<file path="src/sv/ptp_pkg.sv">
// Shared types and constants for the pose table proximity block.
// No dependencies; imported by every module of the block.
`default_nettype none

package ptp_pkg;

	// Operation codes carried by an input transfer
	typedef enum logic [1:0] {
		OP_STORE_PEER = 2'd0,
		OP_STORE_OWN  = 2'd1,
		OP_SWEEP      = 2'd2,
		OP_QUERY      = 2'd3
	} opcode_t;

	// Configuration register indexes
	localparam int CFG_IDX_W = 1;
	localparam logic [CFG_IDX_W-1:0] CFG_OWN_SLOT  = 1'b0;
	localparam logic [CFG_IDX_W-1:0] CFG_STALE_AGE = 1'b1;
	localparam int CFG_DATA_W = 32;

	localparam logic [2:0]  OWN_SLOT_RESET  = 3'd0;
	localparam logic [31:0] STALE_AGE_RESET = 32'd500;

	// Status bits
	localparam int STATUS_VALID = 0;
	localparam int STATUS_STALE = 1;

	// Distance arithmetic
	localparam int FRAC_BITS = 16;
	localparam int DIFF_W    = 33;
	localparam int SQ_IN_W   = 24;
	localparam int SQ_W      = 2 * SQ_IN_W;
	localparam logic [31:0] SUM_CAP = 32'h7FFF_FFFF;

	typedef struct packed {
		opcode_t            opcode;
		logic [7:0]         slot_id;
		logic signed [31:0] pos_x;
		logic signed [31:0] pos_y;
		logic [31:0]        time_ms;
		logic [1:0]         pose_flags;
	} item_t;

	typedef struct packed {
		logic        accepted;
		logic [15:0] range_out;
		logic [1:0]  slot_status;
	} result_t;

	typedef struct packed {
		logic signed [31:0] x;
		logic signed [31:0] y;
		logic [31:0]        time_ms;
		logic [1:0]         status;
	} entry_t;

	typedef enum logic [3:0] {
		ST_IDLE,
		ST_STORE,
		ST_SWEEP_RD,
		ST_SWEEP_WR,
		ST_Q_OWN_RD,
		ST_Q_PEER_RD,
		ST_Q_DIFF,
		ST_Q_ABS,
		ST_SQ_X,
		ST_SQ_Y,
		ST_SUM,
		ST_ROOT_START,
		ST_ROOT_WAIT,
		ST_RESP
	} state_t;

endpackage

`default_nettype wire

</file>
<file path="src/sv/ptp_table.sv">
// Pose table memory: one entry per slot, one read and one write port.
// Depends on ptp_pkg for the entry type.
`default_nettype none

module ptp_table
	import ptp_pkg::*;
#(
	parameter int SLOT_COUNT = 8,
	parameter int SLOT_W = $clog2(SLOT_COUNT)
) (
	input  wire logic              clk,
	input  wire logic              arst_n,
	input  wire logic              rd_en,
	input  wire logic [SLOT_W-1:0] rd_addr,
	output entry_t                 rd_data,
	input  wire logic              wr_en,
	input  wire logic [SLOT_W-1:0] wr_addr,
	input  wire entry_t            wr_data
);

	entry_t                  mem [SLOT_COUNT];
	entry_t                  rd_data_q;
	logic                    rd_hit_q;
	logic [SLOT_COUNT-1:0]   written_q;

	always_ff @(posedge clk) begin
		if (wr_en) begin
			mem[wr_addr] <= wr_data;
		end
		if (rd_en) begin
			rd_data_q <= mem[rd_addr];
		end
	end

	// Written flags stand in for a clear of the whole table at reset
	always_ff @(posedge clk or negedge arst_n) begin
		if (!arst_n) begin
			written_q <= '0;
			rd_hit_q  <= 1'b0;
		end else begin
			if (wr_en) begin
				written_q[wr_addr] <= 1'b1;
			end
			if (rd_en) begin
				rd_hit_q <= written_q[rd_addr];
			end
		end
	end

	assign rd_data = rd_hit_q ? rd_data_q : '0;

endmodule

`default_nettype wire

</file>
<file path="src/sv/ptp_isqrt.sv">
// Iterative floor square root, one result bit per cycle.
// Depends on ptp_pkg only by convention of the block; stand-alone arithmetic.
`default_nettype none

module ptp_isqrt
	import ptp_pkg::*;
(
	input  wire logic        clk,
	input  wire logic        arst_n,
	input  wire logic        start,
	input  wire logic [31:0] radicand,
	output logic             busy,
	output logic             done,
	output logic [15:0]      root
);

	logic [31:0] rem_q;
	logic [31:0] res_q;
	logic [31:0] bit_q;
	logic        busy_q;
	logic        done_q;
	logic [31:0] trial;
	logic        fits;

	assign trial = res_q + bit_q;
	assign fits  = rem_q >= trial;

	always_ff @(posedge clk) begin
		if (start) begin
			rem_q <= radicand;
			res_q <= '0;
		end else if (busy_q) begin
			if (fits) begin
				rem_q <= rem_q - trial;
				res_q <= (res_q >> 1) + bit_q;
			end else begin
				res_q <= res_q >> 1;
			end
		end
	end

	always_ff @(posedge clk or negedge arst_n) begin
		if (!arst_n) begin
			bit_q  <= '0;
			busy_q <= 1'b0;
			done_q <= 1'b0;
		end else begin
			done_q <= 1'b0;
			if (start) begin
				bit_q  <= 32'h4000_0000;
				busy_q <= 1'b1;
			end else if (busy_q) begin
				bit_q <= bit_q >> 2;
				if (bit_q == 32'd1) begin
					busy_q <= 1'b0;
					done_q <= 1'b1;
				end
			end
		end
	end

	assign busy = busy_q;
	assign done = done_q;
	assign root = res_q[15:0];

endmodule

`default_nettype wire

</file>
<file path="src/sv/pose_table_proximity.sv">
// Top level of the pose table proximity block: control sequencer and distance datapath.
// Depends on ptp_pkg, ptp_table and ptp_isqrt.
`default_nettype none

// Usage
//   Input channel (item_valid / item_stall / item): one transfer carries an opcode
//   and a pose. Output channel (result_valid / result_stall / result): exactly one
//   result transfer per input transfer, in order. Configuration (cfg_write,
//   cfg_index, cfg_data) sets the own slot and the stale age; write it only while
//   no transfer is in flight.
// Steps of each operation, one item at a time:
//   store (peer or own)  table write, then response
//   rejected operation   response only
//   stale sweep          read, then write back, per slot; then response
//   distance query       two table reads, difference, magnitude, two squares, sum,
//                        the 16-step root unit, then response
//   The next input is taken in the first cycle the result is valid.
// All poses sit in one table memory with a registered read; a sweep does
// read-modify-write per slot, so no access to an entry overlaps another.
// Reset clears configuration to own slot 0 and stale age 500 ms and marks every
// slot unwritten, so it reads as all zeros. When the receiver stalls, the result
// holds in the output register; a further input may still be taken, and its
// result waits in the sequencer until the output register is free.

module pose_table_proximity
	import ptp_pkg::*;
#(
	parameter int SLOT_COUNT = 8
) (
	input  wire logic                 clk,
	input  wire logic                 arst_n,
	input  wire logic                 cfg_write,
	input  wire logic [CFG_IDX_W-1:0] cfg_index,
	input  wire logic [CFG_DATA_W-1:0] cfg_data,
	input  wire logic                 item_valid,
	output logic                      item_stall,
	input  wire item_t                item,
	output logic                      result_valid,
	input  wire logic                 result_stall,
	output result_t                   result
);

	localparam int SLOT_W = (SLOT_COUNT > 1) ? $clog2(SLOT_COUNT) : 1;
	localparam logic [SLOT_W-1:0] LAST_SLOT = SLOT_W'(SLOT_COUNT - 1);

	state_t state_q, state_d;

	// Configuration
	logic [2:0]  own_slot_q;
	logic [31:0] stale_age_q;

	// Sequencer and datapath registers
	item_t              item_q;
	logic [SLOT_W-1:0]  slot_q;
	logic [SLOT_W-1:0]  sweep_idx_q;
	result_t            rsp_q;
	logic signed [31:0] own_x_q, own_y_q;
	logic [DIFF_W-1:0]  dx_q, dy_q;
	logic [DIFF_W-1:0]  mag_x_q, mag_y_q;
	logic [SQ_W-1:0]    sq_x_q, sq_y_q;
	logic               sat_x_q, sat_y_q;
	logic [31:0]        radicand_q;
	logic               result_valid_q;
	result_t            result_q;

	// Table port
	logic              tbl_rd_en, tbl_wr_en;
	logic [SLOT_W-1:0] tbl_rd_addr, tbl_wr_addr;
	entry_t            tbl_rd_data, tbl_wr_data;

	// Root unit
	logic        sqrt_start, sqrt_busy, sqrt_done;
	logic [15:0] sqrt_root;

	logic              accept;
	logic              rsp_load;
	logic              id_in_range, own_ok, peer_ok, query_ok;
	logic [SLOT_W-1:0] own_addr;
	logic              stale_hit;
	logic              last_slot;
	logic [31:0]       age;
	logic [SQ_IN_W-1:0] mul_in;
	logic              mul_big;
	logic [SQ_W-1:0]   mul_prod;
	logic [SQ_W-1:0]   sq_sum;
	logic [31:0]       sum_scaled;

	ptp_table #(
		.SLOT_COUNT (SLOT_COUNT),
		.SLOT_W     (SLOT_W)
	) u_table (
		.clk     (clk),
		.arst_n  (arst_n),
		.rd_en   (tbl_rd_en),
		.rd_addr (tbl_rd_addr),
		.rd_data (tbl_rd_data),
		.wr_en   (tbl_wr_en),
		.wr_addr (tbl_wr_addr),
		.wr_data (tbl_wr_data)
	);

	ptp_isqrt u_isqrt (
		.clk      (clk),
		.arst_n   (arst_n),
		.start    (sqrt_start),
		.radicand (radicand_q),
		.busy     (sqrt_busy),
		.done     (sqrt_done),
		.root     (sqrt_root)
	);

	// Id checks on the incoming transfer
	assign own_addr    = SLOT_W'(own_slot_q);
	assign id_in_range = 32'(item.slot_id) < 32'(SLOT_COUNT);
	assign own_ok      = 32'(own_slot_q) < 32'(SLOT_COUNT);
	assign peer_ok     = id_in_range && (32'(item.slot_id) != 32'(own_slot_q));
	assign query_ok    = id_in_range && own_ok;
	assign accept      = item_valid && !item_stall;

	// Sweep: age wraps modulo 2^32; the own slot and invalid slots are left alone
	assign age       = item_q.time_ms - tbl_rd_data.time_ms;
	assign last_slot = sweep_idx_q == LAST_SLOT;
	assign stale_hit = tbl_rd_data.status[STATUS_VALID]
		&& (32'(sweep_idx_q) != 32'(own_slot_q))
		&& (age > stale_age_q);

	// One shared squarer; a magnitude at or above 2^24 always saturates
	assign mul_in   = (state_q == ST_SQ_X) ? mag_x_q[SQ_IN_W-1:0] : mag_y_q[SQ_IN_W-1:0];
	assign mul_big  = (state_q == ST_SQ_X) ? (|mag_x_q[DIFF_W-1:SQ_IN_W])
		: (|mag_y_q[DIFF_W-1:SQ_IN_W]);
	assign mul_prod = SQ_W'(mul_in) * SQ_W'(mul_in);

	assign sq_sum     = sq_x_q + sq_y_q;
	assign sum_scaled = sq_sum[SQ_W-1:FRAC_BITS];

	// Next state
	always_comb begin
		state_d = state_q;
		unique case (state_q)
			ST_IDLE: begin
				if (item_valid) begin
					unique case (item.opcode)
						OP_STORE_PEER: state_d = peer_ok ? ST_STORE : ST_RESP;
						OP_STORE_OWN:  state_d = own_ok ? ST_STORE : ST_RESP;
						OP_SWEEP:      state_d = ST_SWEEP_RD;
						OP_QUERY:      state_d = query_ok ? ST_Q_OWN_RD : ST_RESP;
						default:       state_d = ST_RESP;
					endcase
				end
			end
			ST_STORE:      state_d = ST_RESP;
			ST_SWEEP_RD:   state_d = ST_SWEEP_WR;
			ST_SWEEP_WR:   state_d = last_slot ? ST_RESP : ST_SWEEP_RD;
			ST_Q_OWN_RD:   state_d = ST_Q_PEER_RD;
			ST_Q_PEER_RD:  state_d = ST_Q_DIFF;
			ST_Q_DIFF:     state_d = ST_Q_ABS;
			ST_Q_ABS:      state_d = ST_SQ_X;
			ST_SQ_X:       state_d = ST_SQ_Y;
			ST_SQ_Y:       state_d = ST_SUM;
			ST_SUM:        state_d = ST_ROOT_START;
			ST_ROOT_START: state_d = ST_ROOT_WAIT;
			ST_ROOT_WAIT: begin
				if (sqrt_done) begin
					state_d = ST_RESP;
				end
			end
			ST_RESP: begin
				if (!result_valid_q || !result_stall) begin
					state_d = ST_IDLE;
				end
			end
			default: state_d = ST_IDLE;
		endcase
	end

	// Sequencer outputs
	always_comb begin
		item_stall  = 1'b1;
		tbl_rd_en   = 1'b0;
		tbl_rd_addr = slot_q;
		tbl_wr_en   = 1'b0;
		tbl_wr_addr = slot_q;
		tbl_wr_data = tbl_rd_data;
		sqrt_start  = 1'b0;
		rsp_load    = 1'b0;
		unique case (state_q)
			ST_IDLE: item_stall = 1'b0;
			ST_STORE: begin
				tbl_wr_en           = 1'b1;
				tbl_wr_data.x       = item_q.pos_x;
				tbl_wr_data.y       = item_q.pos_y;
				tbl_wr_data.time_ms = item_q.time_ms;
				tbl_wr_data.status  = item_q.pose_flags;
			end
			ST_SWEEP_RD: begin
				tbl_rd_en   = 1'b1;
				tbl_rd_addr = sweep_idx_q;
			end
			ST_SWEEP_WR: begin
				tbl_wr_en                        = stale_hit;
				tbl_wr_addr                      = sweep_idx_q;
				tbl_wr_data.status[STATUS_STALE] = 1'b1;
			end
			ST_Q_OWN_RD: begin
				tbl_rd_en   = 1'b1;
				tbl_rd_addr = own_addr;
			end
			ST_Q_PEER_RD: tbl_rd_en = 1'b1;
			ST_ROOT_START: sqrt_start = 1'b1;
			ST_RESP: rsp_load = !result_valid_q || !result_stall;
			ST_Q_DIFF, ST_Q_ABS, ST_SQ_X, ST_SQ_Y, ST_SUM, ST_ROOT_WAIT: begin
				item_stall = 1'b1;
			end
			default: item_stall = 1'b1;
		endcase
	end

	// Control registers
	always_ff @(posedge clk or negedge arst_n) begin
		if (!arst_n) begin
			state_q        <= ST_IDLE;
			own_slot_q     <= OWN_SLOT_RESET;
			stale_age_q    <= STALE_AGE_RESET;
			sweep_idx_q    <= '0;
			result_valid_q <= 1'b0;
		end else begin
			state_q <= state_d;
			if (cfg_write) begin
				unique case (cfg_index)
					CFG_OWN_SLOT:  own_slot_q  <= cfg_data[2:0];
					CFG_STALE_AGE: stale_age_q <= cfg_data;
				endcase
			end
			// Restart the sweep at slot 0 on every transfer; advance after each write-back
			if (accept) begin
				sweep_idx_q <= '0;
			end else if (state_q == ST_SWEEP_WR) begin
				sweep_idx_q <= sweep_idx_q + 1'b1;
			end
			if (rsp_load) begin
				result_valid_q <= 1'b1;
			end else if (!result_stall) begin
				result_valid_q <= 1'b0;
			end
		end
	end

	// Datapath registers
	always_ff @(posedge clk) begin
		if (accept) begin
			item_q <= item;
			unique case (item.opcode)
				OP_STORE_PEER: begin
					slot_q <= item.slot_id[SLOT_W-1:0];
					rsp_q  <= '{peer_ok, 16'd0, 2'd0};
				end
				OP_STORE_OWN: begin
					slot_q <= own_addr;
					rsp_q  <= '{own_ok, 16'd0, 2'd0};
				end
				OP_SWEEP: begin
					slot_q <= own_addr;
					rsp_q  <= '{1'b1, 16'd0, 2'd0};
				end
				OP_QUERY: begin
					slot_q <= item.slot_id[SLOT_W-1:0];
					rsp_q  <= '{query_ok, 16'd0, 2'd0};
				end
				default: begin
					slot_q <= own_addr;
					rsp_q  <= '0;
				end
			endcase
		end
		case (state_q)
			ST_Q_PEER_RD: begin
				own_x_q <= tbl_rd_data.x;
				own_y_q <= tbl_rd_data.y;
			end
			ST_Q_DIFF: begin
				dx_q <= {own_x_q[31], own_x_q} - {tbl_rd_data.x[31], tbl_rd_data.x};
				dy_q <= {own_y_q[31], own_y_q} - {tbl_rd_data.y[31], tbl_rd_data.y};
				rsp_q.slot_status <= tbl_rd_data.status;
			end
			ST_Q_ABS: begin
				mag_x_q <= dx_q[DIFF_W-1] ? (DIFF_W'(0) - dx_q) : dx_q;
				mag_y_q <= dy_q[DIFF_W-1] ? (DIFF_W'(0) - dy_q) : dy_q;
			end
			ST_SQ_X: begin
				sq_x_q  <= mul_prod;
				sat_x_q <= mul_big || mul_prod[SQ_W-1];
			end
			ST_SQ_Y: begin
				sq_y_q  <= mul_prod;
				sat_y_q <= mul_big || mul_prod[SQ_W-1];
			end
			ST_SUM: begin
				radicand_q <= (sat_x_q || sat_y_q || sum_scaled[31]) ? SUM_CAP : sum_scaled;
			end
			ST_ROOT_WAIT: begin
				if (sqrt_done) begin
					rsp_q.range_out <= sqrt_root;
				end
			end
			default: begin
			end
		endcase
		if (rsp_load) begin
			result_q <= rsp_q;
		end
	end

	assign result_valid = result_valid_q;
	assign result       = result_q;

`ifndef ASSERT_OFF
	// The sequencer never reads and writes the table in the same cycle
	a_no_rw_overlap: assert property (@(posedge clk) disable iff (!arst_n)
		!(tbl_rd_en && tbl_wr_en))
		else $error("table read and write overlap");

	// The root unit only starts when idle, and only finishes while awaited
	a_root_start_idle: assert property (@(posedge clk) disable iff (!arst_n)
		sqrt_start |-> !sqrt_busy)
		else $error("root unit restarted while busy");

	a_root_done_awaited: assert property (@(posedge clk) disable iff (!arst_n)
		sqrt_done |-> (state_q == ST_ROOT_WAIT))
		else $error("root result arrived outside the wait state");

	// A new result appears only after the response state
	a_result_from_resp: assert property (@(posedge clk) disable iff (!arst_n)
		$rose(result_valid) |-> $past(state_q == ST_RESP))
		else $error("result raised outside the response state");

	// A rejected operation carries no distance and no status
	a_reject_zero: assert property (@(posedge clk) disable iff (!arst_n)
		(result_valid && !result.accepted) |->
			(result.range_out == 16'd0 && result.slot_status == 2'd0))
		else $error("rejected result carries data");
`endif

endmodule

`default_nettype wire

</file>
<file path="config.mk">
export PLATFORM = sky130hd
export DESIGN_NAME = pose_table_proximity
export DESIGN_NICKNAME = d
export VERILOG_FILES = /design/src/sv/ptp_pkg.sv /design/src/sv/ptp_table.sv /design/src/sv/ptp_isqrt.sv /design/src/sv/pose_table_proximity.sv
export SDC_FILE = /design/constraint.sdc
export NUM_CORES = 2
export LEC_CHECK = 0
export ABC_AREA = 1
export BUFFER_PORTS_ARGS = -buffer_cell sky130_fd_sc_hd__buf_2
export CORE_MARGIN = 10
export CORE_UTILIZATION = 64
export CTS_BUF_LIST = sky130_fd_sc_hd__clkbuf_8
export CTS_CLUSTER_SIZE = 12
export DETAILED_ROUTE_END_ITERATION = 8
export GPL_TIMING_DRIVEN = 0
export PLACE_DENSITY_LB_ADDON = 0.05
export SLEW_MARGIN = 20
export SYNTH_ARGS = -nofsm -noshare
export SYNTH_HDL_FRONTEND = slang
export SYNTH_SLANG_ARGS = --single-unit
</file>
<file path="constraint.sdc">
create_clock -name clk -period 10.1 [get_ports clk]
set_input_delay 1.515 -clock clk [delete_from_list [all_inputs] [get_ports clk]]
set_output_delay 1.515 -clock clk [all_outputs]
set_load 0.01 [all_outputs]
</file>
Word-level counts from Yosys, hierarchy flattened
Memories as Yosys holds them, arrays and structs flattened. A register that Yosys moved wholly into a read port is not among the register bits. Index checks and enable logic that the tools add are counted.

Register bits: 615. Output and inout bits: 21. Memories: 1. RAM bits: 784. Input port bits: 146. Word-level logic and storage cells: 157.

Memories: u_table.mem (words 8, bits a word 98, rd ports 1, clocked after memory_dff 1, write ports 1, RTL line ptp_table.sv:21) `entry_t mem [SLOT_COUNT];`.

$lt $le $gt $ge: 6. Bitwise logic cells: 2. Equality and inequality tests: 24. Mux-type cells: 51. Reduce and logical (&&, ||, !) cells: 26. Add/sub/neg operators: 10. Multipliers: 1.

Operator list (number): 32-bit 2-to-1 mux (8); 98-bit 2-to-1 mux (1); 96-bit 2-to-1 mux (1); 1-bit by 33-bit subtractor with 33-bit output, first input constant (2); 32-bit by 32-bit subtractor with 33-bit output (2); 32-bit subtractor (2); 19-bit case mux with 3 select lines (1); 4-bit case mux with 14 select lines (1); 48-bit adder (1); 24-bit by 24-bit multiplier with 48-bit output (1); 31-bit by 32-bit adder with 32-bit output (1); 32-bit adder (1); 32-bit by 1-bit equality test with 1-bit output, second input constant (1); 32-bit greater-or-equal comparator (1); 32-bit > comparator (1); 16-bit 2-to-1 mux (2); 4-bit equality test, second input constant (6); 24-bit 2-to-1 mux (1); 4-bit 2-to-1 mux (6); 1-bit 2-to-1 mux (18); 18-bit 2-to-1 mux (1); 9-bit OR reduction (2); 4-bit by 3-bit equality test with 1-bit output, second input constant (4); 4-bit case mux with 4 select lines (1); other kinds (31) (54).

Longest topological paths before layout
Depth in word-level cells: 7. Mapped depth: 36. Gate-level depth less buffers: 33.

Hierarchy
A second synthesis with hierarchy kept.

Cell total of the unflattened synthesis: 9515. Area, all modules: 89402.0 sq um.

By module, submodules not included: pose_table_proximity (sequential area each 14766.7 sq um, area an instance 46119.2 sq um, times used 1, cells an instance 5444); ptp_table (sequential area each 26710.6 sq um, area an instance 34589.4 sq um, times used 1, cells an instance 2675); ptp_isqrt (sequential area each 2052.0 sq um, area an instance 8693.3 sq um, times used 1, cells an instance 1396).

Worst setup path after synthesis
OpenSTA, ideal clock, no wires.

Path kind: input to register. Start: input item_valid. End: register rsp_q[0] (netlist bit), enable pin. Library setup time: 310 ps. Stages on the path: 5. Setup slack: 2110 ps. Path buffers: 1. Arrival: 7679 ps. Required time: 9790 ps. Cells stage by stage: inv_1 > nor2_1 > clkinv_1 > clkbuf_1 > nand2_1.

Word-level cells in the longest chain between the ends: 2.

RTL lines: start: declaration (RTL line pose_table_proximity.sv:35) `input wire logic item_valid,`; 1-bit logical AND (RTL line pose_table_proximity.sv:118) `assign accept = item_valid && !item_stall;`; net accept (RTL line pose_table_proximity.sv:75) `logic accept;`; 2-bit nonzero test (no source line); end signal: assignment (RTL line pose_table_proximity.sv:255) `rsp_q <= '{peer_ok, 16'd0, 2'd0};`; end signal: assignment (RTL line pose_table_proximity.sv:259) `rsp_q <= '{own_ok, 16'd0, 2'd0};`; end signal: assignment (RTL line pose_table_proximity.sv:263) `rsp_q <= '{1'b1, 16'd0, 2'd0};`; end: declaration (RTL line pose_table_proximity.sv:56) `result_t rsp_q;`.

The timed path passes the listed nets, and every way through them passes these cells. A chain may end at the register's enable or synchronous reset.

Final worst setup path
Start: register state_q[1]. End: register sat_y_q, data pin.

Word-level cells in the longest chain between the ends: 4. Elaborated cells between the ends (all ways): 5. Those cells by class: mul (1); eq/ne (1); mux (2); reduce/logical (1).

RTL lines: start: declaration (RTL line pose_table_proximity.sv:46) `state_t state_q, state_d;`; start signal: assignment (RTL line pose_table_proximity.sv:227) `state_q <= state_d;`; 4-bit equality test (*) (RTL line pose_table_proximity.sv:128, pose_table_proximity.sv:129); 24-bit 2-to-1 mux (RTL line pose_table_proximity.sv:128) `assign mul_in = (state_q == ST_SQ_X) ? mag_x_q[SQ_IN_W-1:0] : mag_y_q[SQ_IN_W-1:0];`; 24-bit by 24-bit multiplier with 48-bit output (RTL line pose_table_proximity.sv:131) `assign mul_prod = SQ_W'(mul_in) * SQ_W'(mul_in);`; 1-bit logical OR (*) (RTL line pose_table_proximity.sv:295) `sat_y_q <= mul_big || mul_prod[SQ_W-1];`; end signal: assignment (RTL line pose_table_proximity.sv:295); end: declaration (RTL line pose_table_proximity.sv:61) `logic sat_x_q, sat_y_q;`.

Every way passes the cells marked *; elsewhere a longest branch is shown, timed or not.

==> impl_metrics.toml <==
[outcome]
status = "complete, no violations"

[clock_tree]
clock_sinks = 1477
clk_pin_slew_ns = 0.07
cts_max_level = 4
cts_buffers = 229
cts_resized = 0
postCtsSetupBuffers = 0
cts_root_buf = "clkbuf_8"
hold_buffers = 0
cts_max_path_buffers = 3
cts_tree = "yes"
clock_latency_ns = 1.02

[route]
wl_per_cell_um = 21.3
avgViaCountPerCell = 5.74
wl_mm = 262
drc = 0
drt_first_pass_iters = 8
ant_nets = 0
drt_iter0_markers = 7581
via_count = 70500

[logic_synthesis]
yosysWarnings = 0
syn_avg_cell_area_um2 = 9.16
netlist_area_um2 = 89600
ys_async_sr_fraction_pct = 4.74
yosys.cell_types.count = 52
yosys.area.top_type = "edfxtp_1"
seq_area_frac_synth_pct = 48.6
synth_cells = 9775
yosysMostFrequentCell = "nand2_1"
synth-main-ff-cell = "edfxtp_1"
synth_edf_count = 1359
syn_nets = 10800
ys_top_cells_by_area = "edfxtp_1, fa_1, nand2_1"
synth_seq_cells = 1477
yosysTopAreaCellShare_pct = 45.6
netlist_top_cells_count = "nand2_1, inv_1, edfxtp_1"

[timing]
fmax_mhz = 109
slew_headroom_pct = 22.4
final.setup.tns_ns = 0
period_needed_ns = 9.21
hold_violations = 0
rsz0062_at_grt = "no"
worst_pin_slew_ns = 1.16
finClkSkew_ns = 0.134
final_max_slew_viol_count = 0
report.final.setup_viol = 0
finalCritPeriodShare_pct = 91.2

[critical_path]
startpoint_type = "flop"
slowest_stage = "o21ai_2"
cp_max_fo = 10
crit_family = "adder cells"
crit_type = "reg -> reg"
crit_arrival_ns = 9.84
max_stage_delay_ns = 0.73
crit_path_end_kind = "flop"
critPathBufInv = 8
crit_top_cell = "fa_1"
regToRegStartpoint = "state_q[1]"
r2r_slack_ns = 0.89
critical_path_required_ns = 10.73
reg2reg_to = "sat_y_q"
reg2reg_depth = 28

[worst_hold_path]
min_to = "result[18]"
whs_path_depth = 0
hold_class = "reg -> reg"
hold_start = "rsp_q[18]"

[floorplanning]
fp.dieArea_um2 = 155000
core_area_um2 = 139000
initial_core_util_pct = 64.3
rows = 137
fp.dieH_um = 394
die_x_um = 394
ioPinCount = 167

[global_routing]
use_met3_pct = 6.47
antenna_found_initial = 7
overflow = 0
grt_pass1_vias = 69700
grtUsageTotal_pct = 33.1
grt_pass1_wl_mm = 397
top_usage_layer = "met2"
grt_max_degree = 81
grt_use_met2_pct = 54.2
use_met1_pct = 42.8

[cells_and_area]
nNetsFinal = 11200
drive_above_1_share_pct = 6.76
area_growth_pct = 9.71
fin_area_um2 = 98300

[placement]
dpl-instance-area_um2 = 93600
place.gp.congestion = 0.980
port_buffers = 166
place_hpwl_mm = 195

[flow_run]
cap_violations = 0
## per-layer routing
| layer | vias to the layer above | share of wire (%) | wire length, µm |
|---|---|---|---|
| li1 | 32700 | - | - |
| met1 | 33300 | 38 | 99500 |
| met2 | 3763 | 47 | 123000 |
| met3 | 712 | 10 | 26600 |
| met4 | 8 | 4.6 | 12000 |
| met5 | - | 0.018 | 47 |
## logic make-up (layout without fill, tap and decap cells)
| logic type | after synthesis | after routing | synth area share [%] |
|---|---|---|---|
| AND/OR/NAND/NOR | 4120 | 4120 | 18.3 |
| buffers and inverters | 1744 | 2356 | 7.51 |
| flip-flops | 1477 | 1477 | 48.6 |
| AO/OA/AOI/OAI | 1364 | 1364 | 8.05 |
| adder cells (fa/ha/maj) | 839 | 839 | 15.3 |
| XOR/XNOR | 230 | 230 | 2.25 |
| other | 1 | 6 | 0.00419 |
## layout make-up
type                       instances  area (µm²)
antenna                            5        12.5
tap                             1876        2350
buffer                           270        1200
inverter                        1474        5600
sequential                      1477       43500
clock buffer                     244        3360
clock inverter                   175        1340
multi-input combinational       6554       39400
fill                           10700       41100
timing repair buffer             193        1490
## worst max-delay path by stage
stage                  to  cells past startpoint  startpoint
6_report          sat_y_q                     28  state_q[1]
5_1_grt           sat_y_q                     29  state_q[3]
4_1_cts           sat_x_q                     30  state_q[1]
3_5_place_dp   sq_x_q[46]                     29  state_q[1]
3_3_place_gp     rsp_q[0]                      6  item_valid
2_1_floorplan    rsp_q[0]                      5  item_valid
## worst register-to-register path: cells and delay by family, from the launching register on
kind                       cells  cell delay [ns]
buffers and inverters          8             1.82
adders and majority gates      8             3.84
DFF                            1             0.40
AOI/OAI and AO/OA              1             0.73
and+or+nand+nor               11             2.05
## sequential cells by signal (all words and copies together), names as in the netlist, 3 cells and up
register and cells:
rsp_q 19, radicand_q 32, own_x_q 32, u_isqrt.bit_q 16
sq_y_q 46, u_table.rd_data_q 98, u_table.written_q 8, mag_x_q 33
u_isqrt.rem_q 32, mag_y_q 33, state_q 4, item_q 98
sq_x_q 46, sweep_idx_q 3, dx_q 33, u_isqrt.res_q 32
u_table.mem 784, dy_q 33, stale_age_q 32, own_y_q 32
result 19, slot_q 3, own_addr 3
## placed cells by master (no fill, tap or decap), drive strengths merged, types with 13 or more instances in the layout
| master | count |
|---|---|
| clkbuf | 381 |
| a21o | 23 |
| clkinv | 89 |
| fa | 427 |
| a21boi | 13 |
| xnor2 | 70 |
| o21ai | 780 |
| o21bai | 33 |
| inv | 1546 |
| dfxtp | 48 |
| a21oi | 449 |
| xor2 | 160 |
| o21a | 17 |
| nand4 | 80 |
| nor2 | 1317 |
| a31oi | 17 |
| buf | 326 |
| edfxtp | 1359 |
| nand3 | 325 |
| ha | 412 |
| nor3 | 78 |
| or2 | 18 |
| dfrtp | 64 |
| o22ai | 17 |
| nand2 | 2249 |
| nor4 | 24 |
## through the flow
stage	worst slack, ns	hold slack, ns	utilization (%)	cells
after floorplan	2.11	0.400	-	9775
after detailed placement	1.18	0.412	67.1	11800
after global routing	0.519	0.443	70.5	12300
after global placement	-3.35	0.407	66.6	11800
after CTS	1.07	0.403	70.5	12300
final	0.887	0.420	70.5	12300
Power is left out: the tool's default activity adds up to more than one toggle a clock period on the data nets, which glitch-free logic cannot reach.
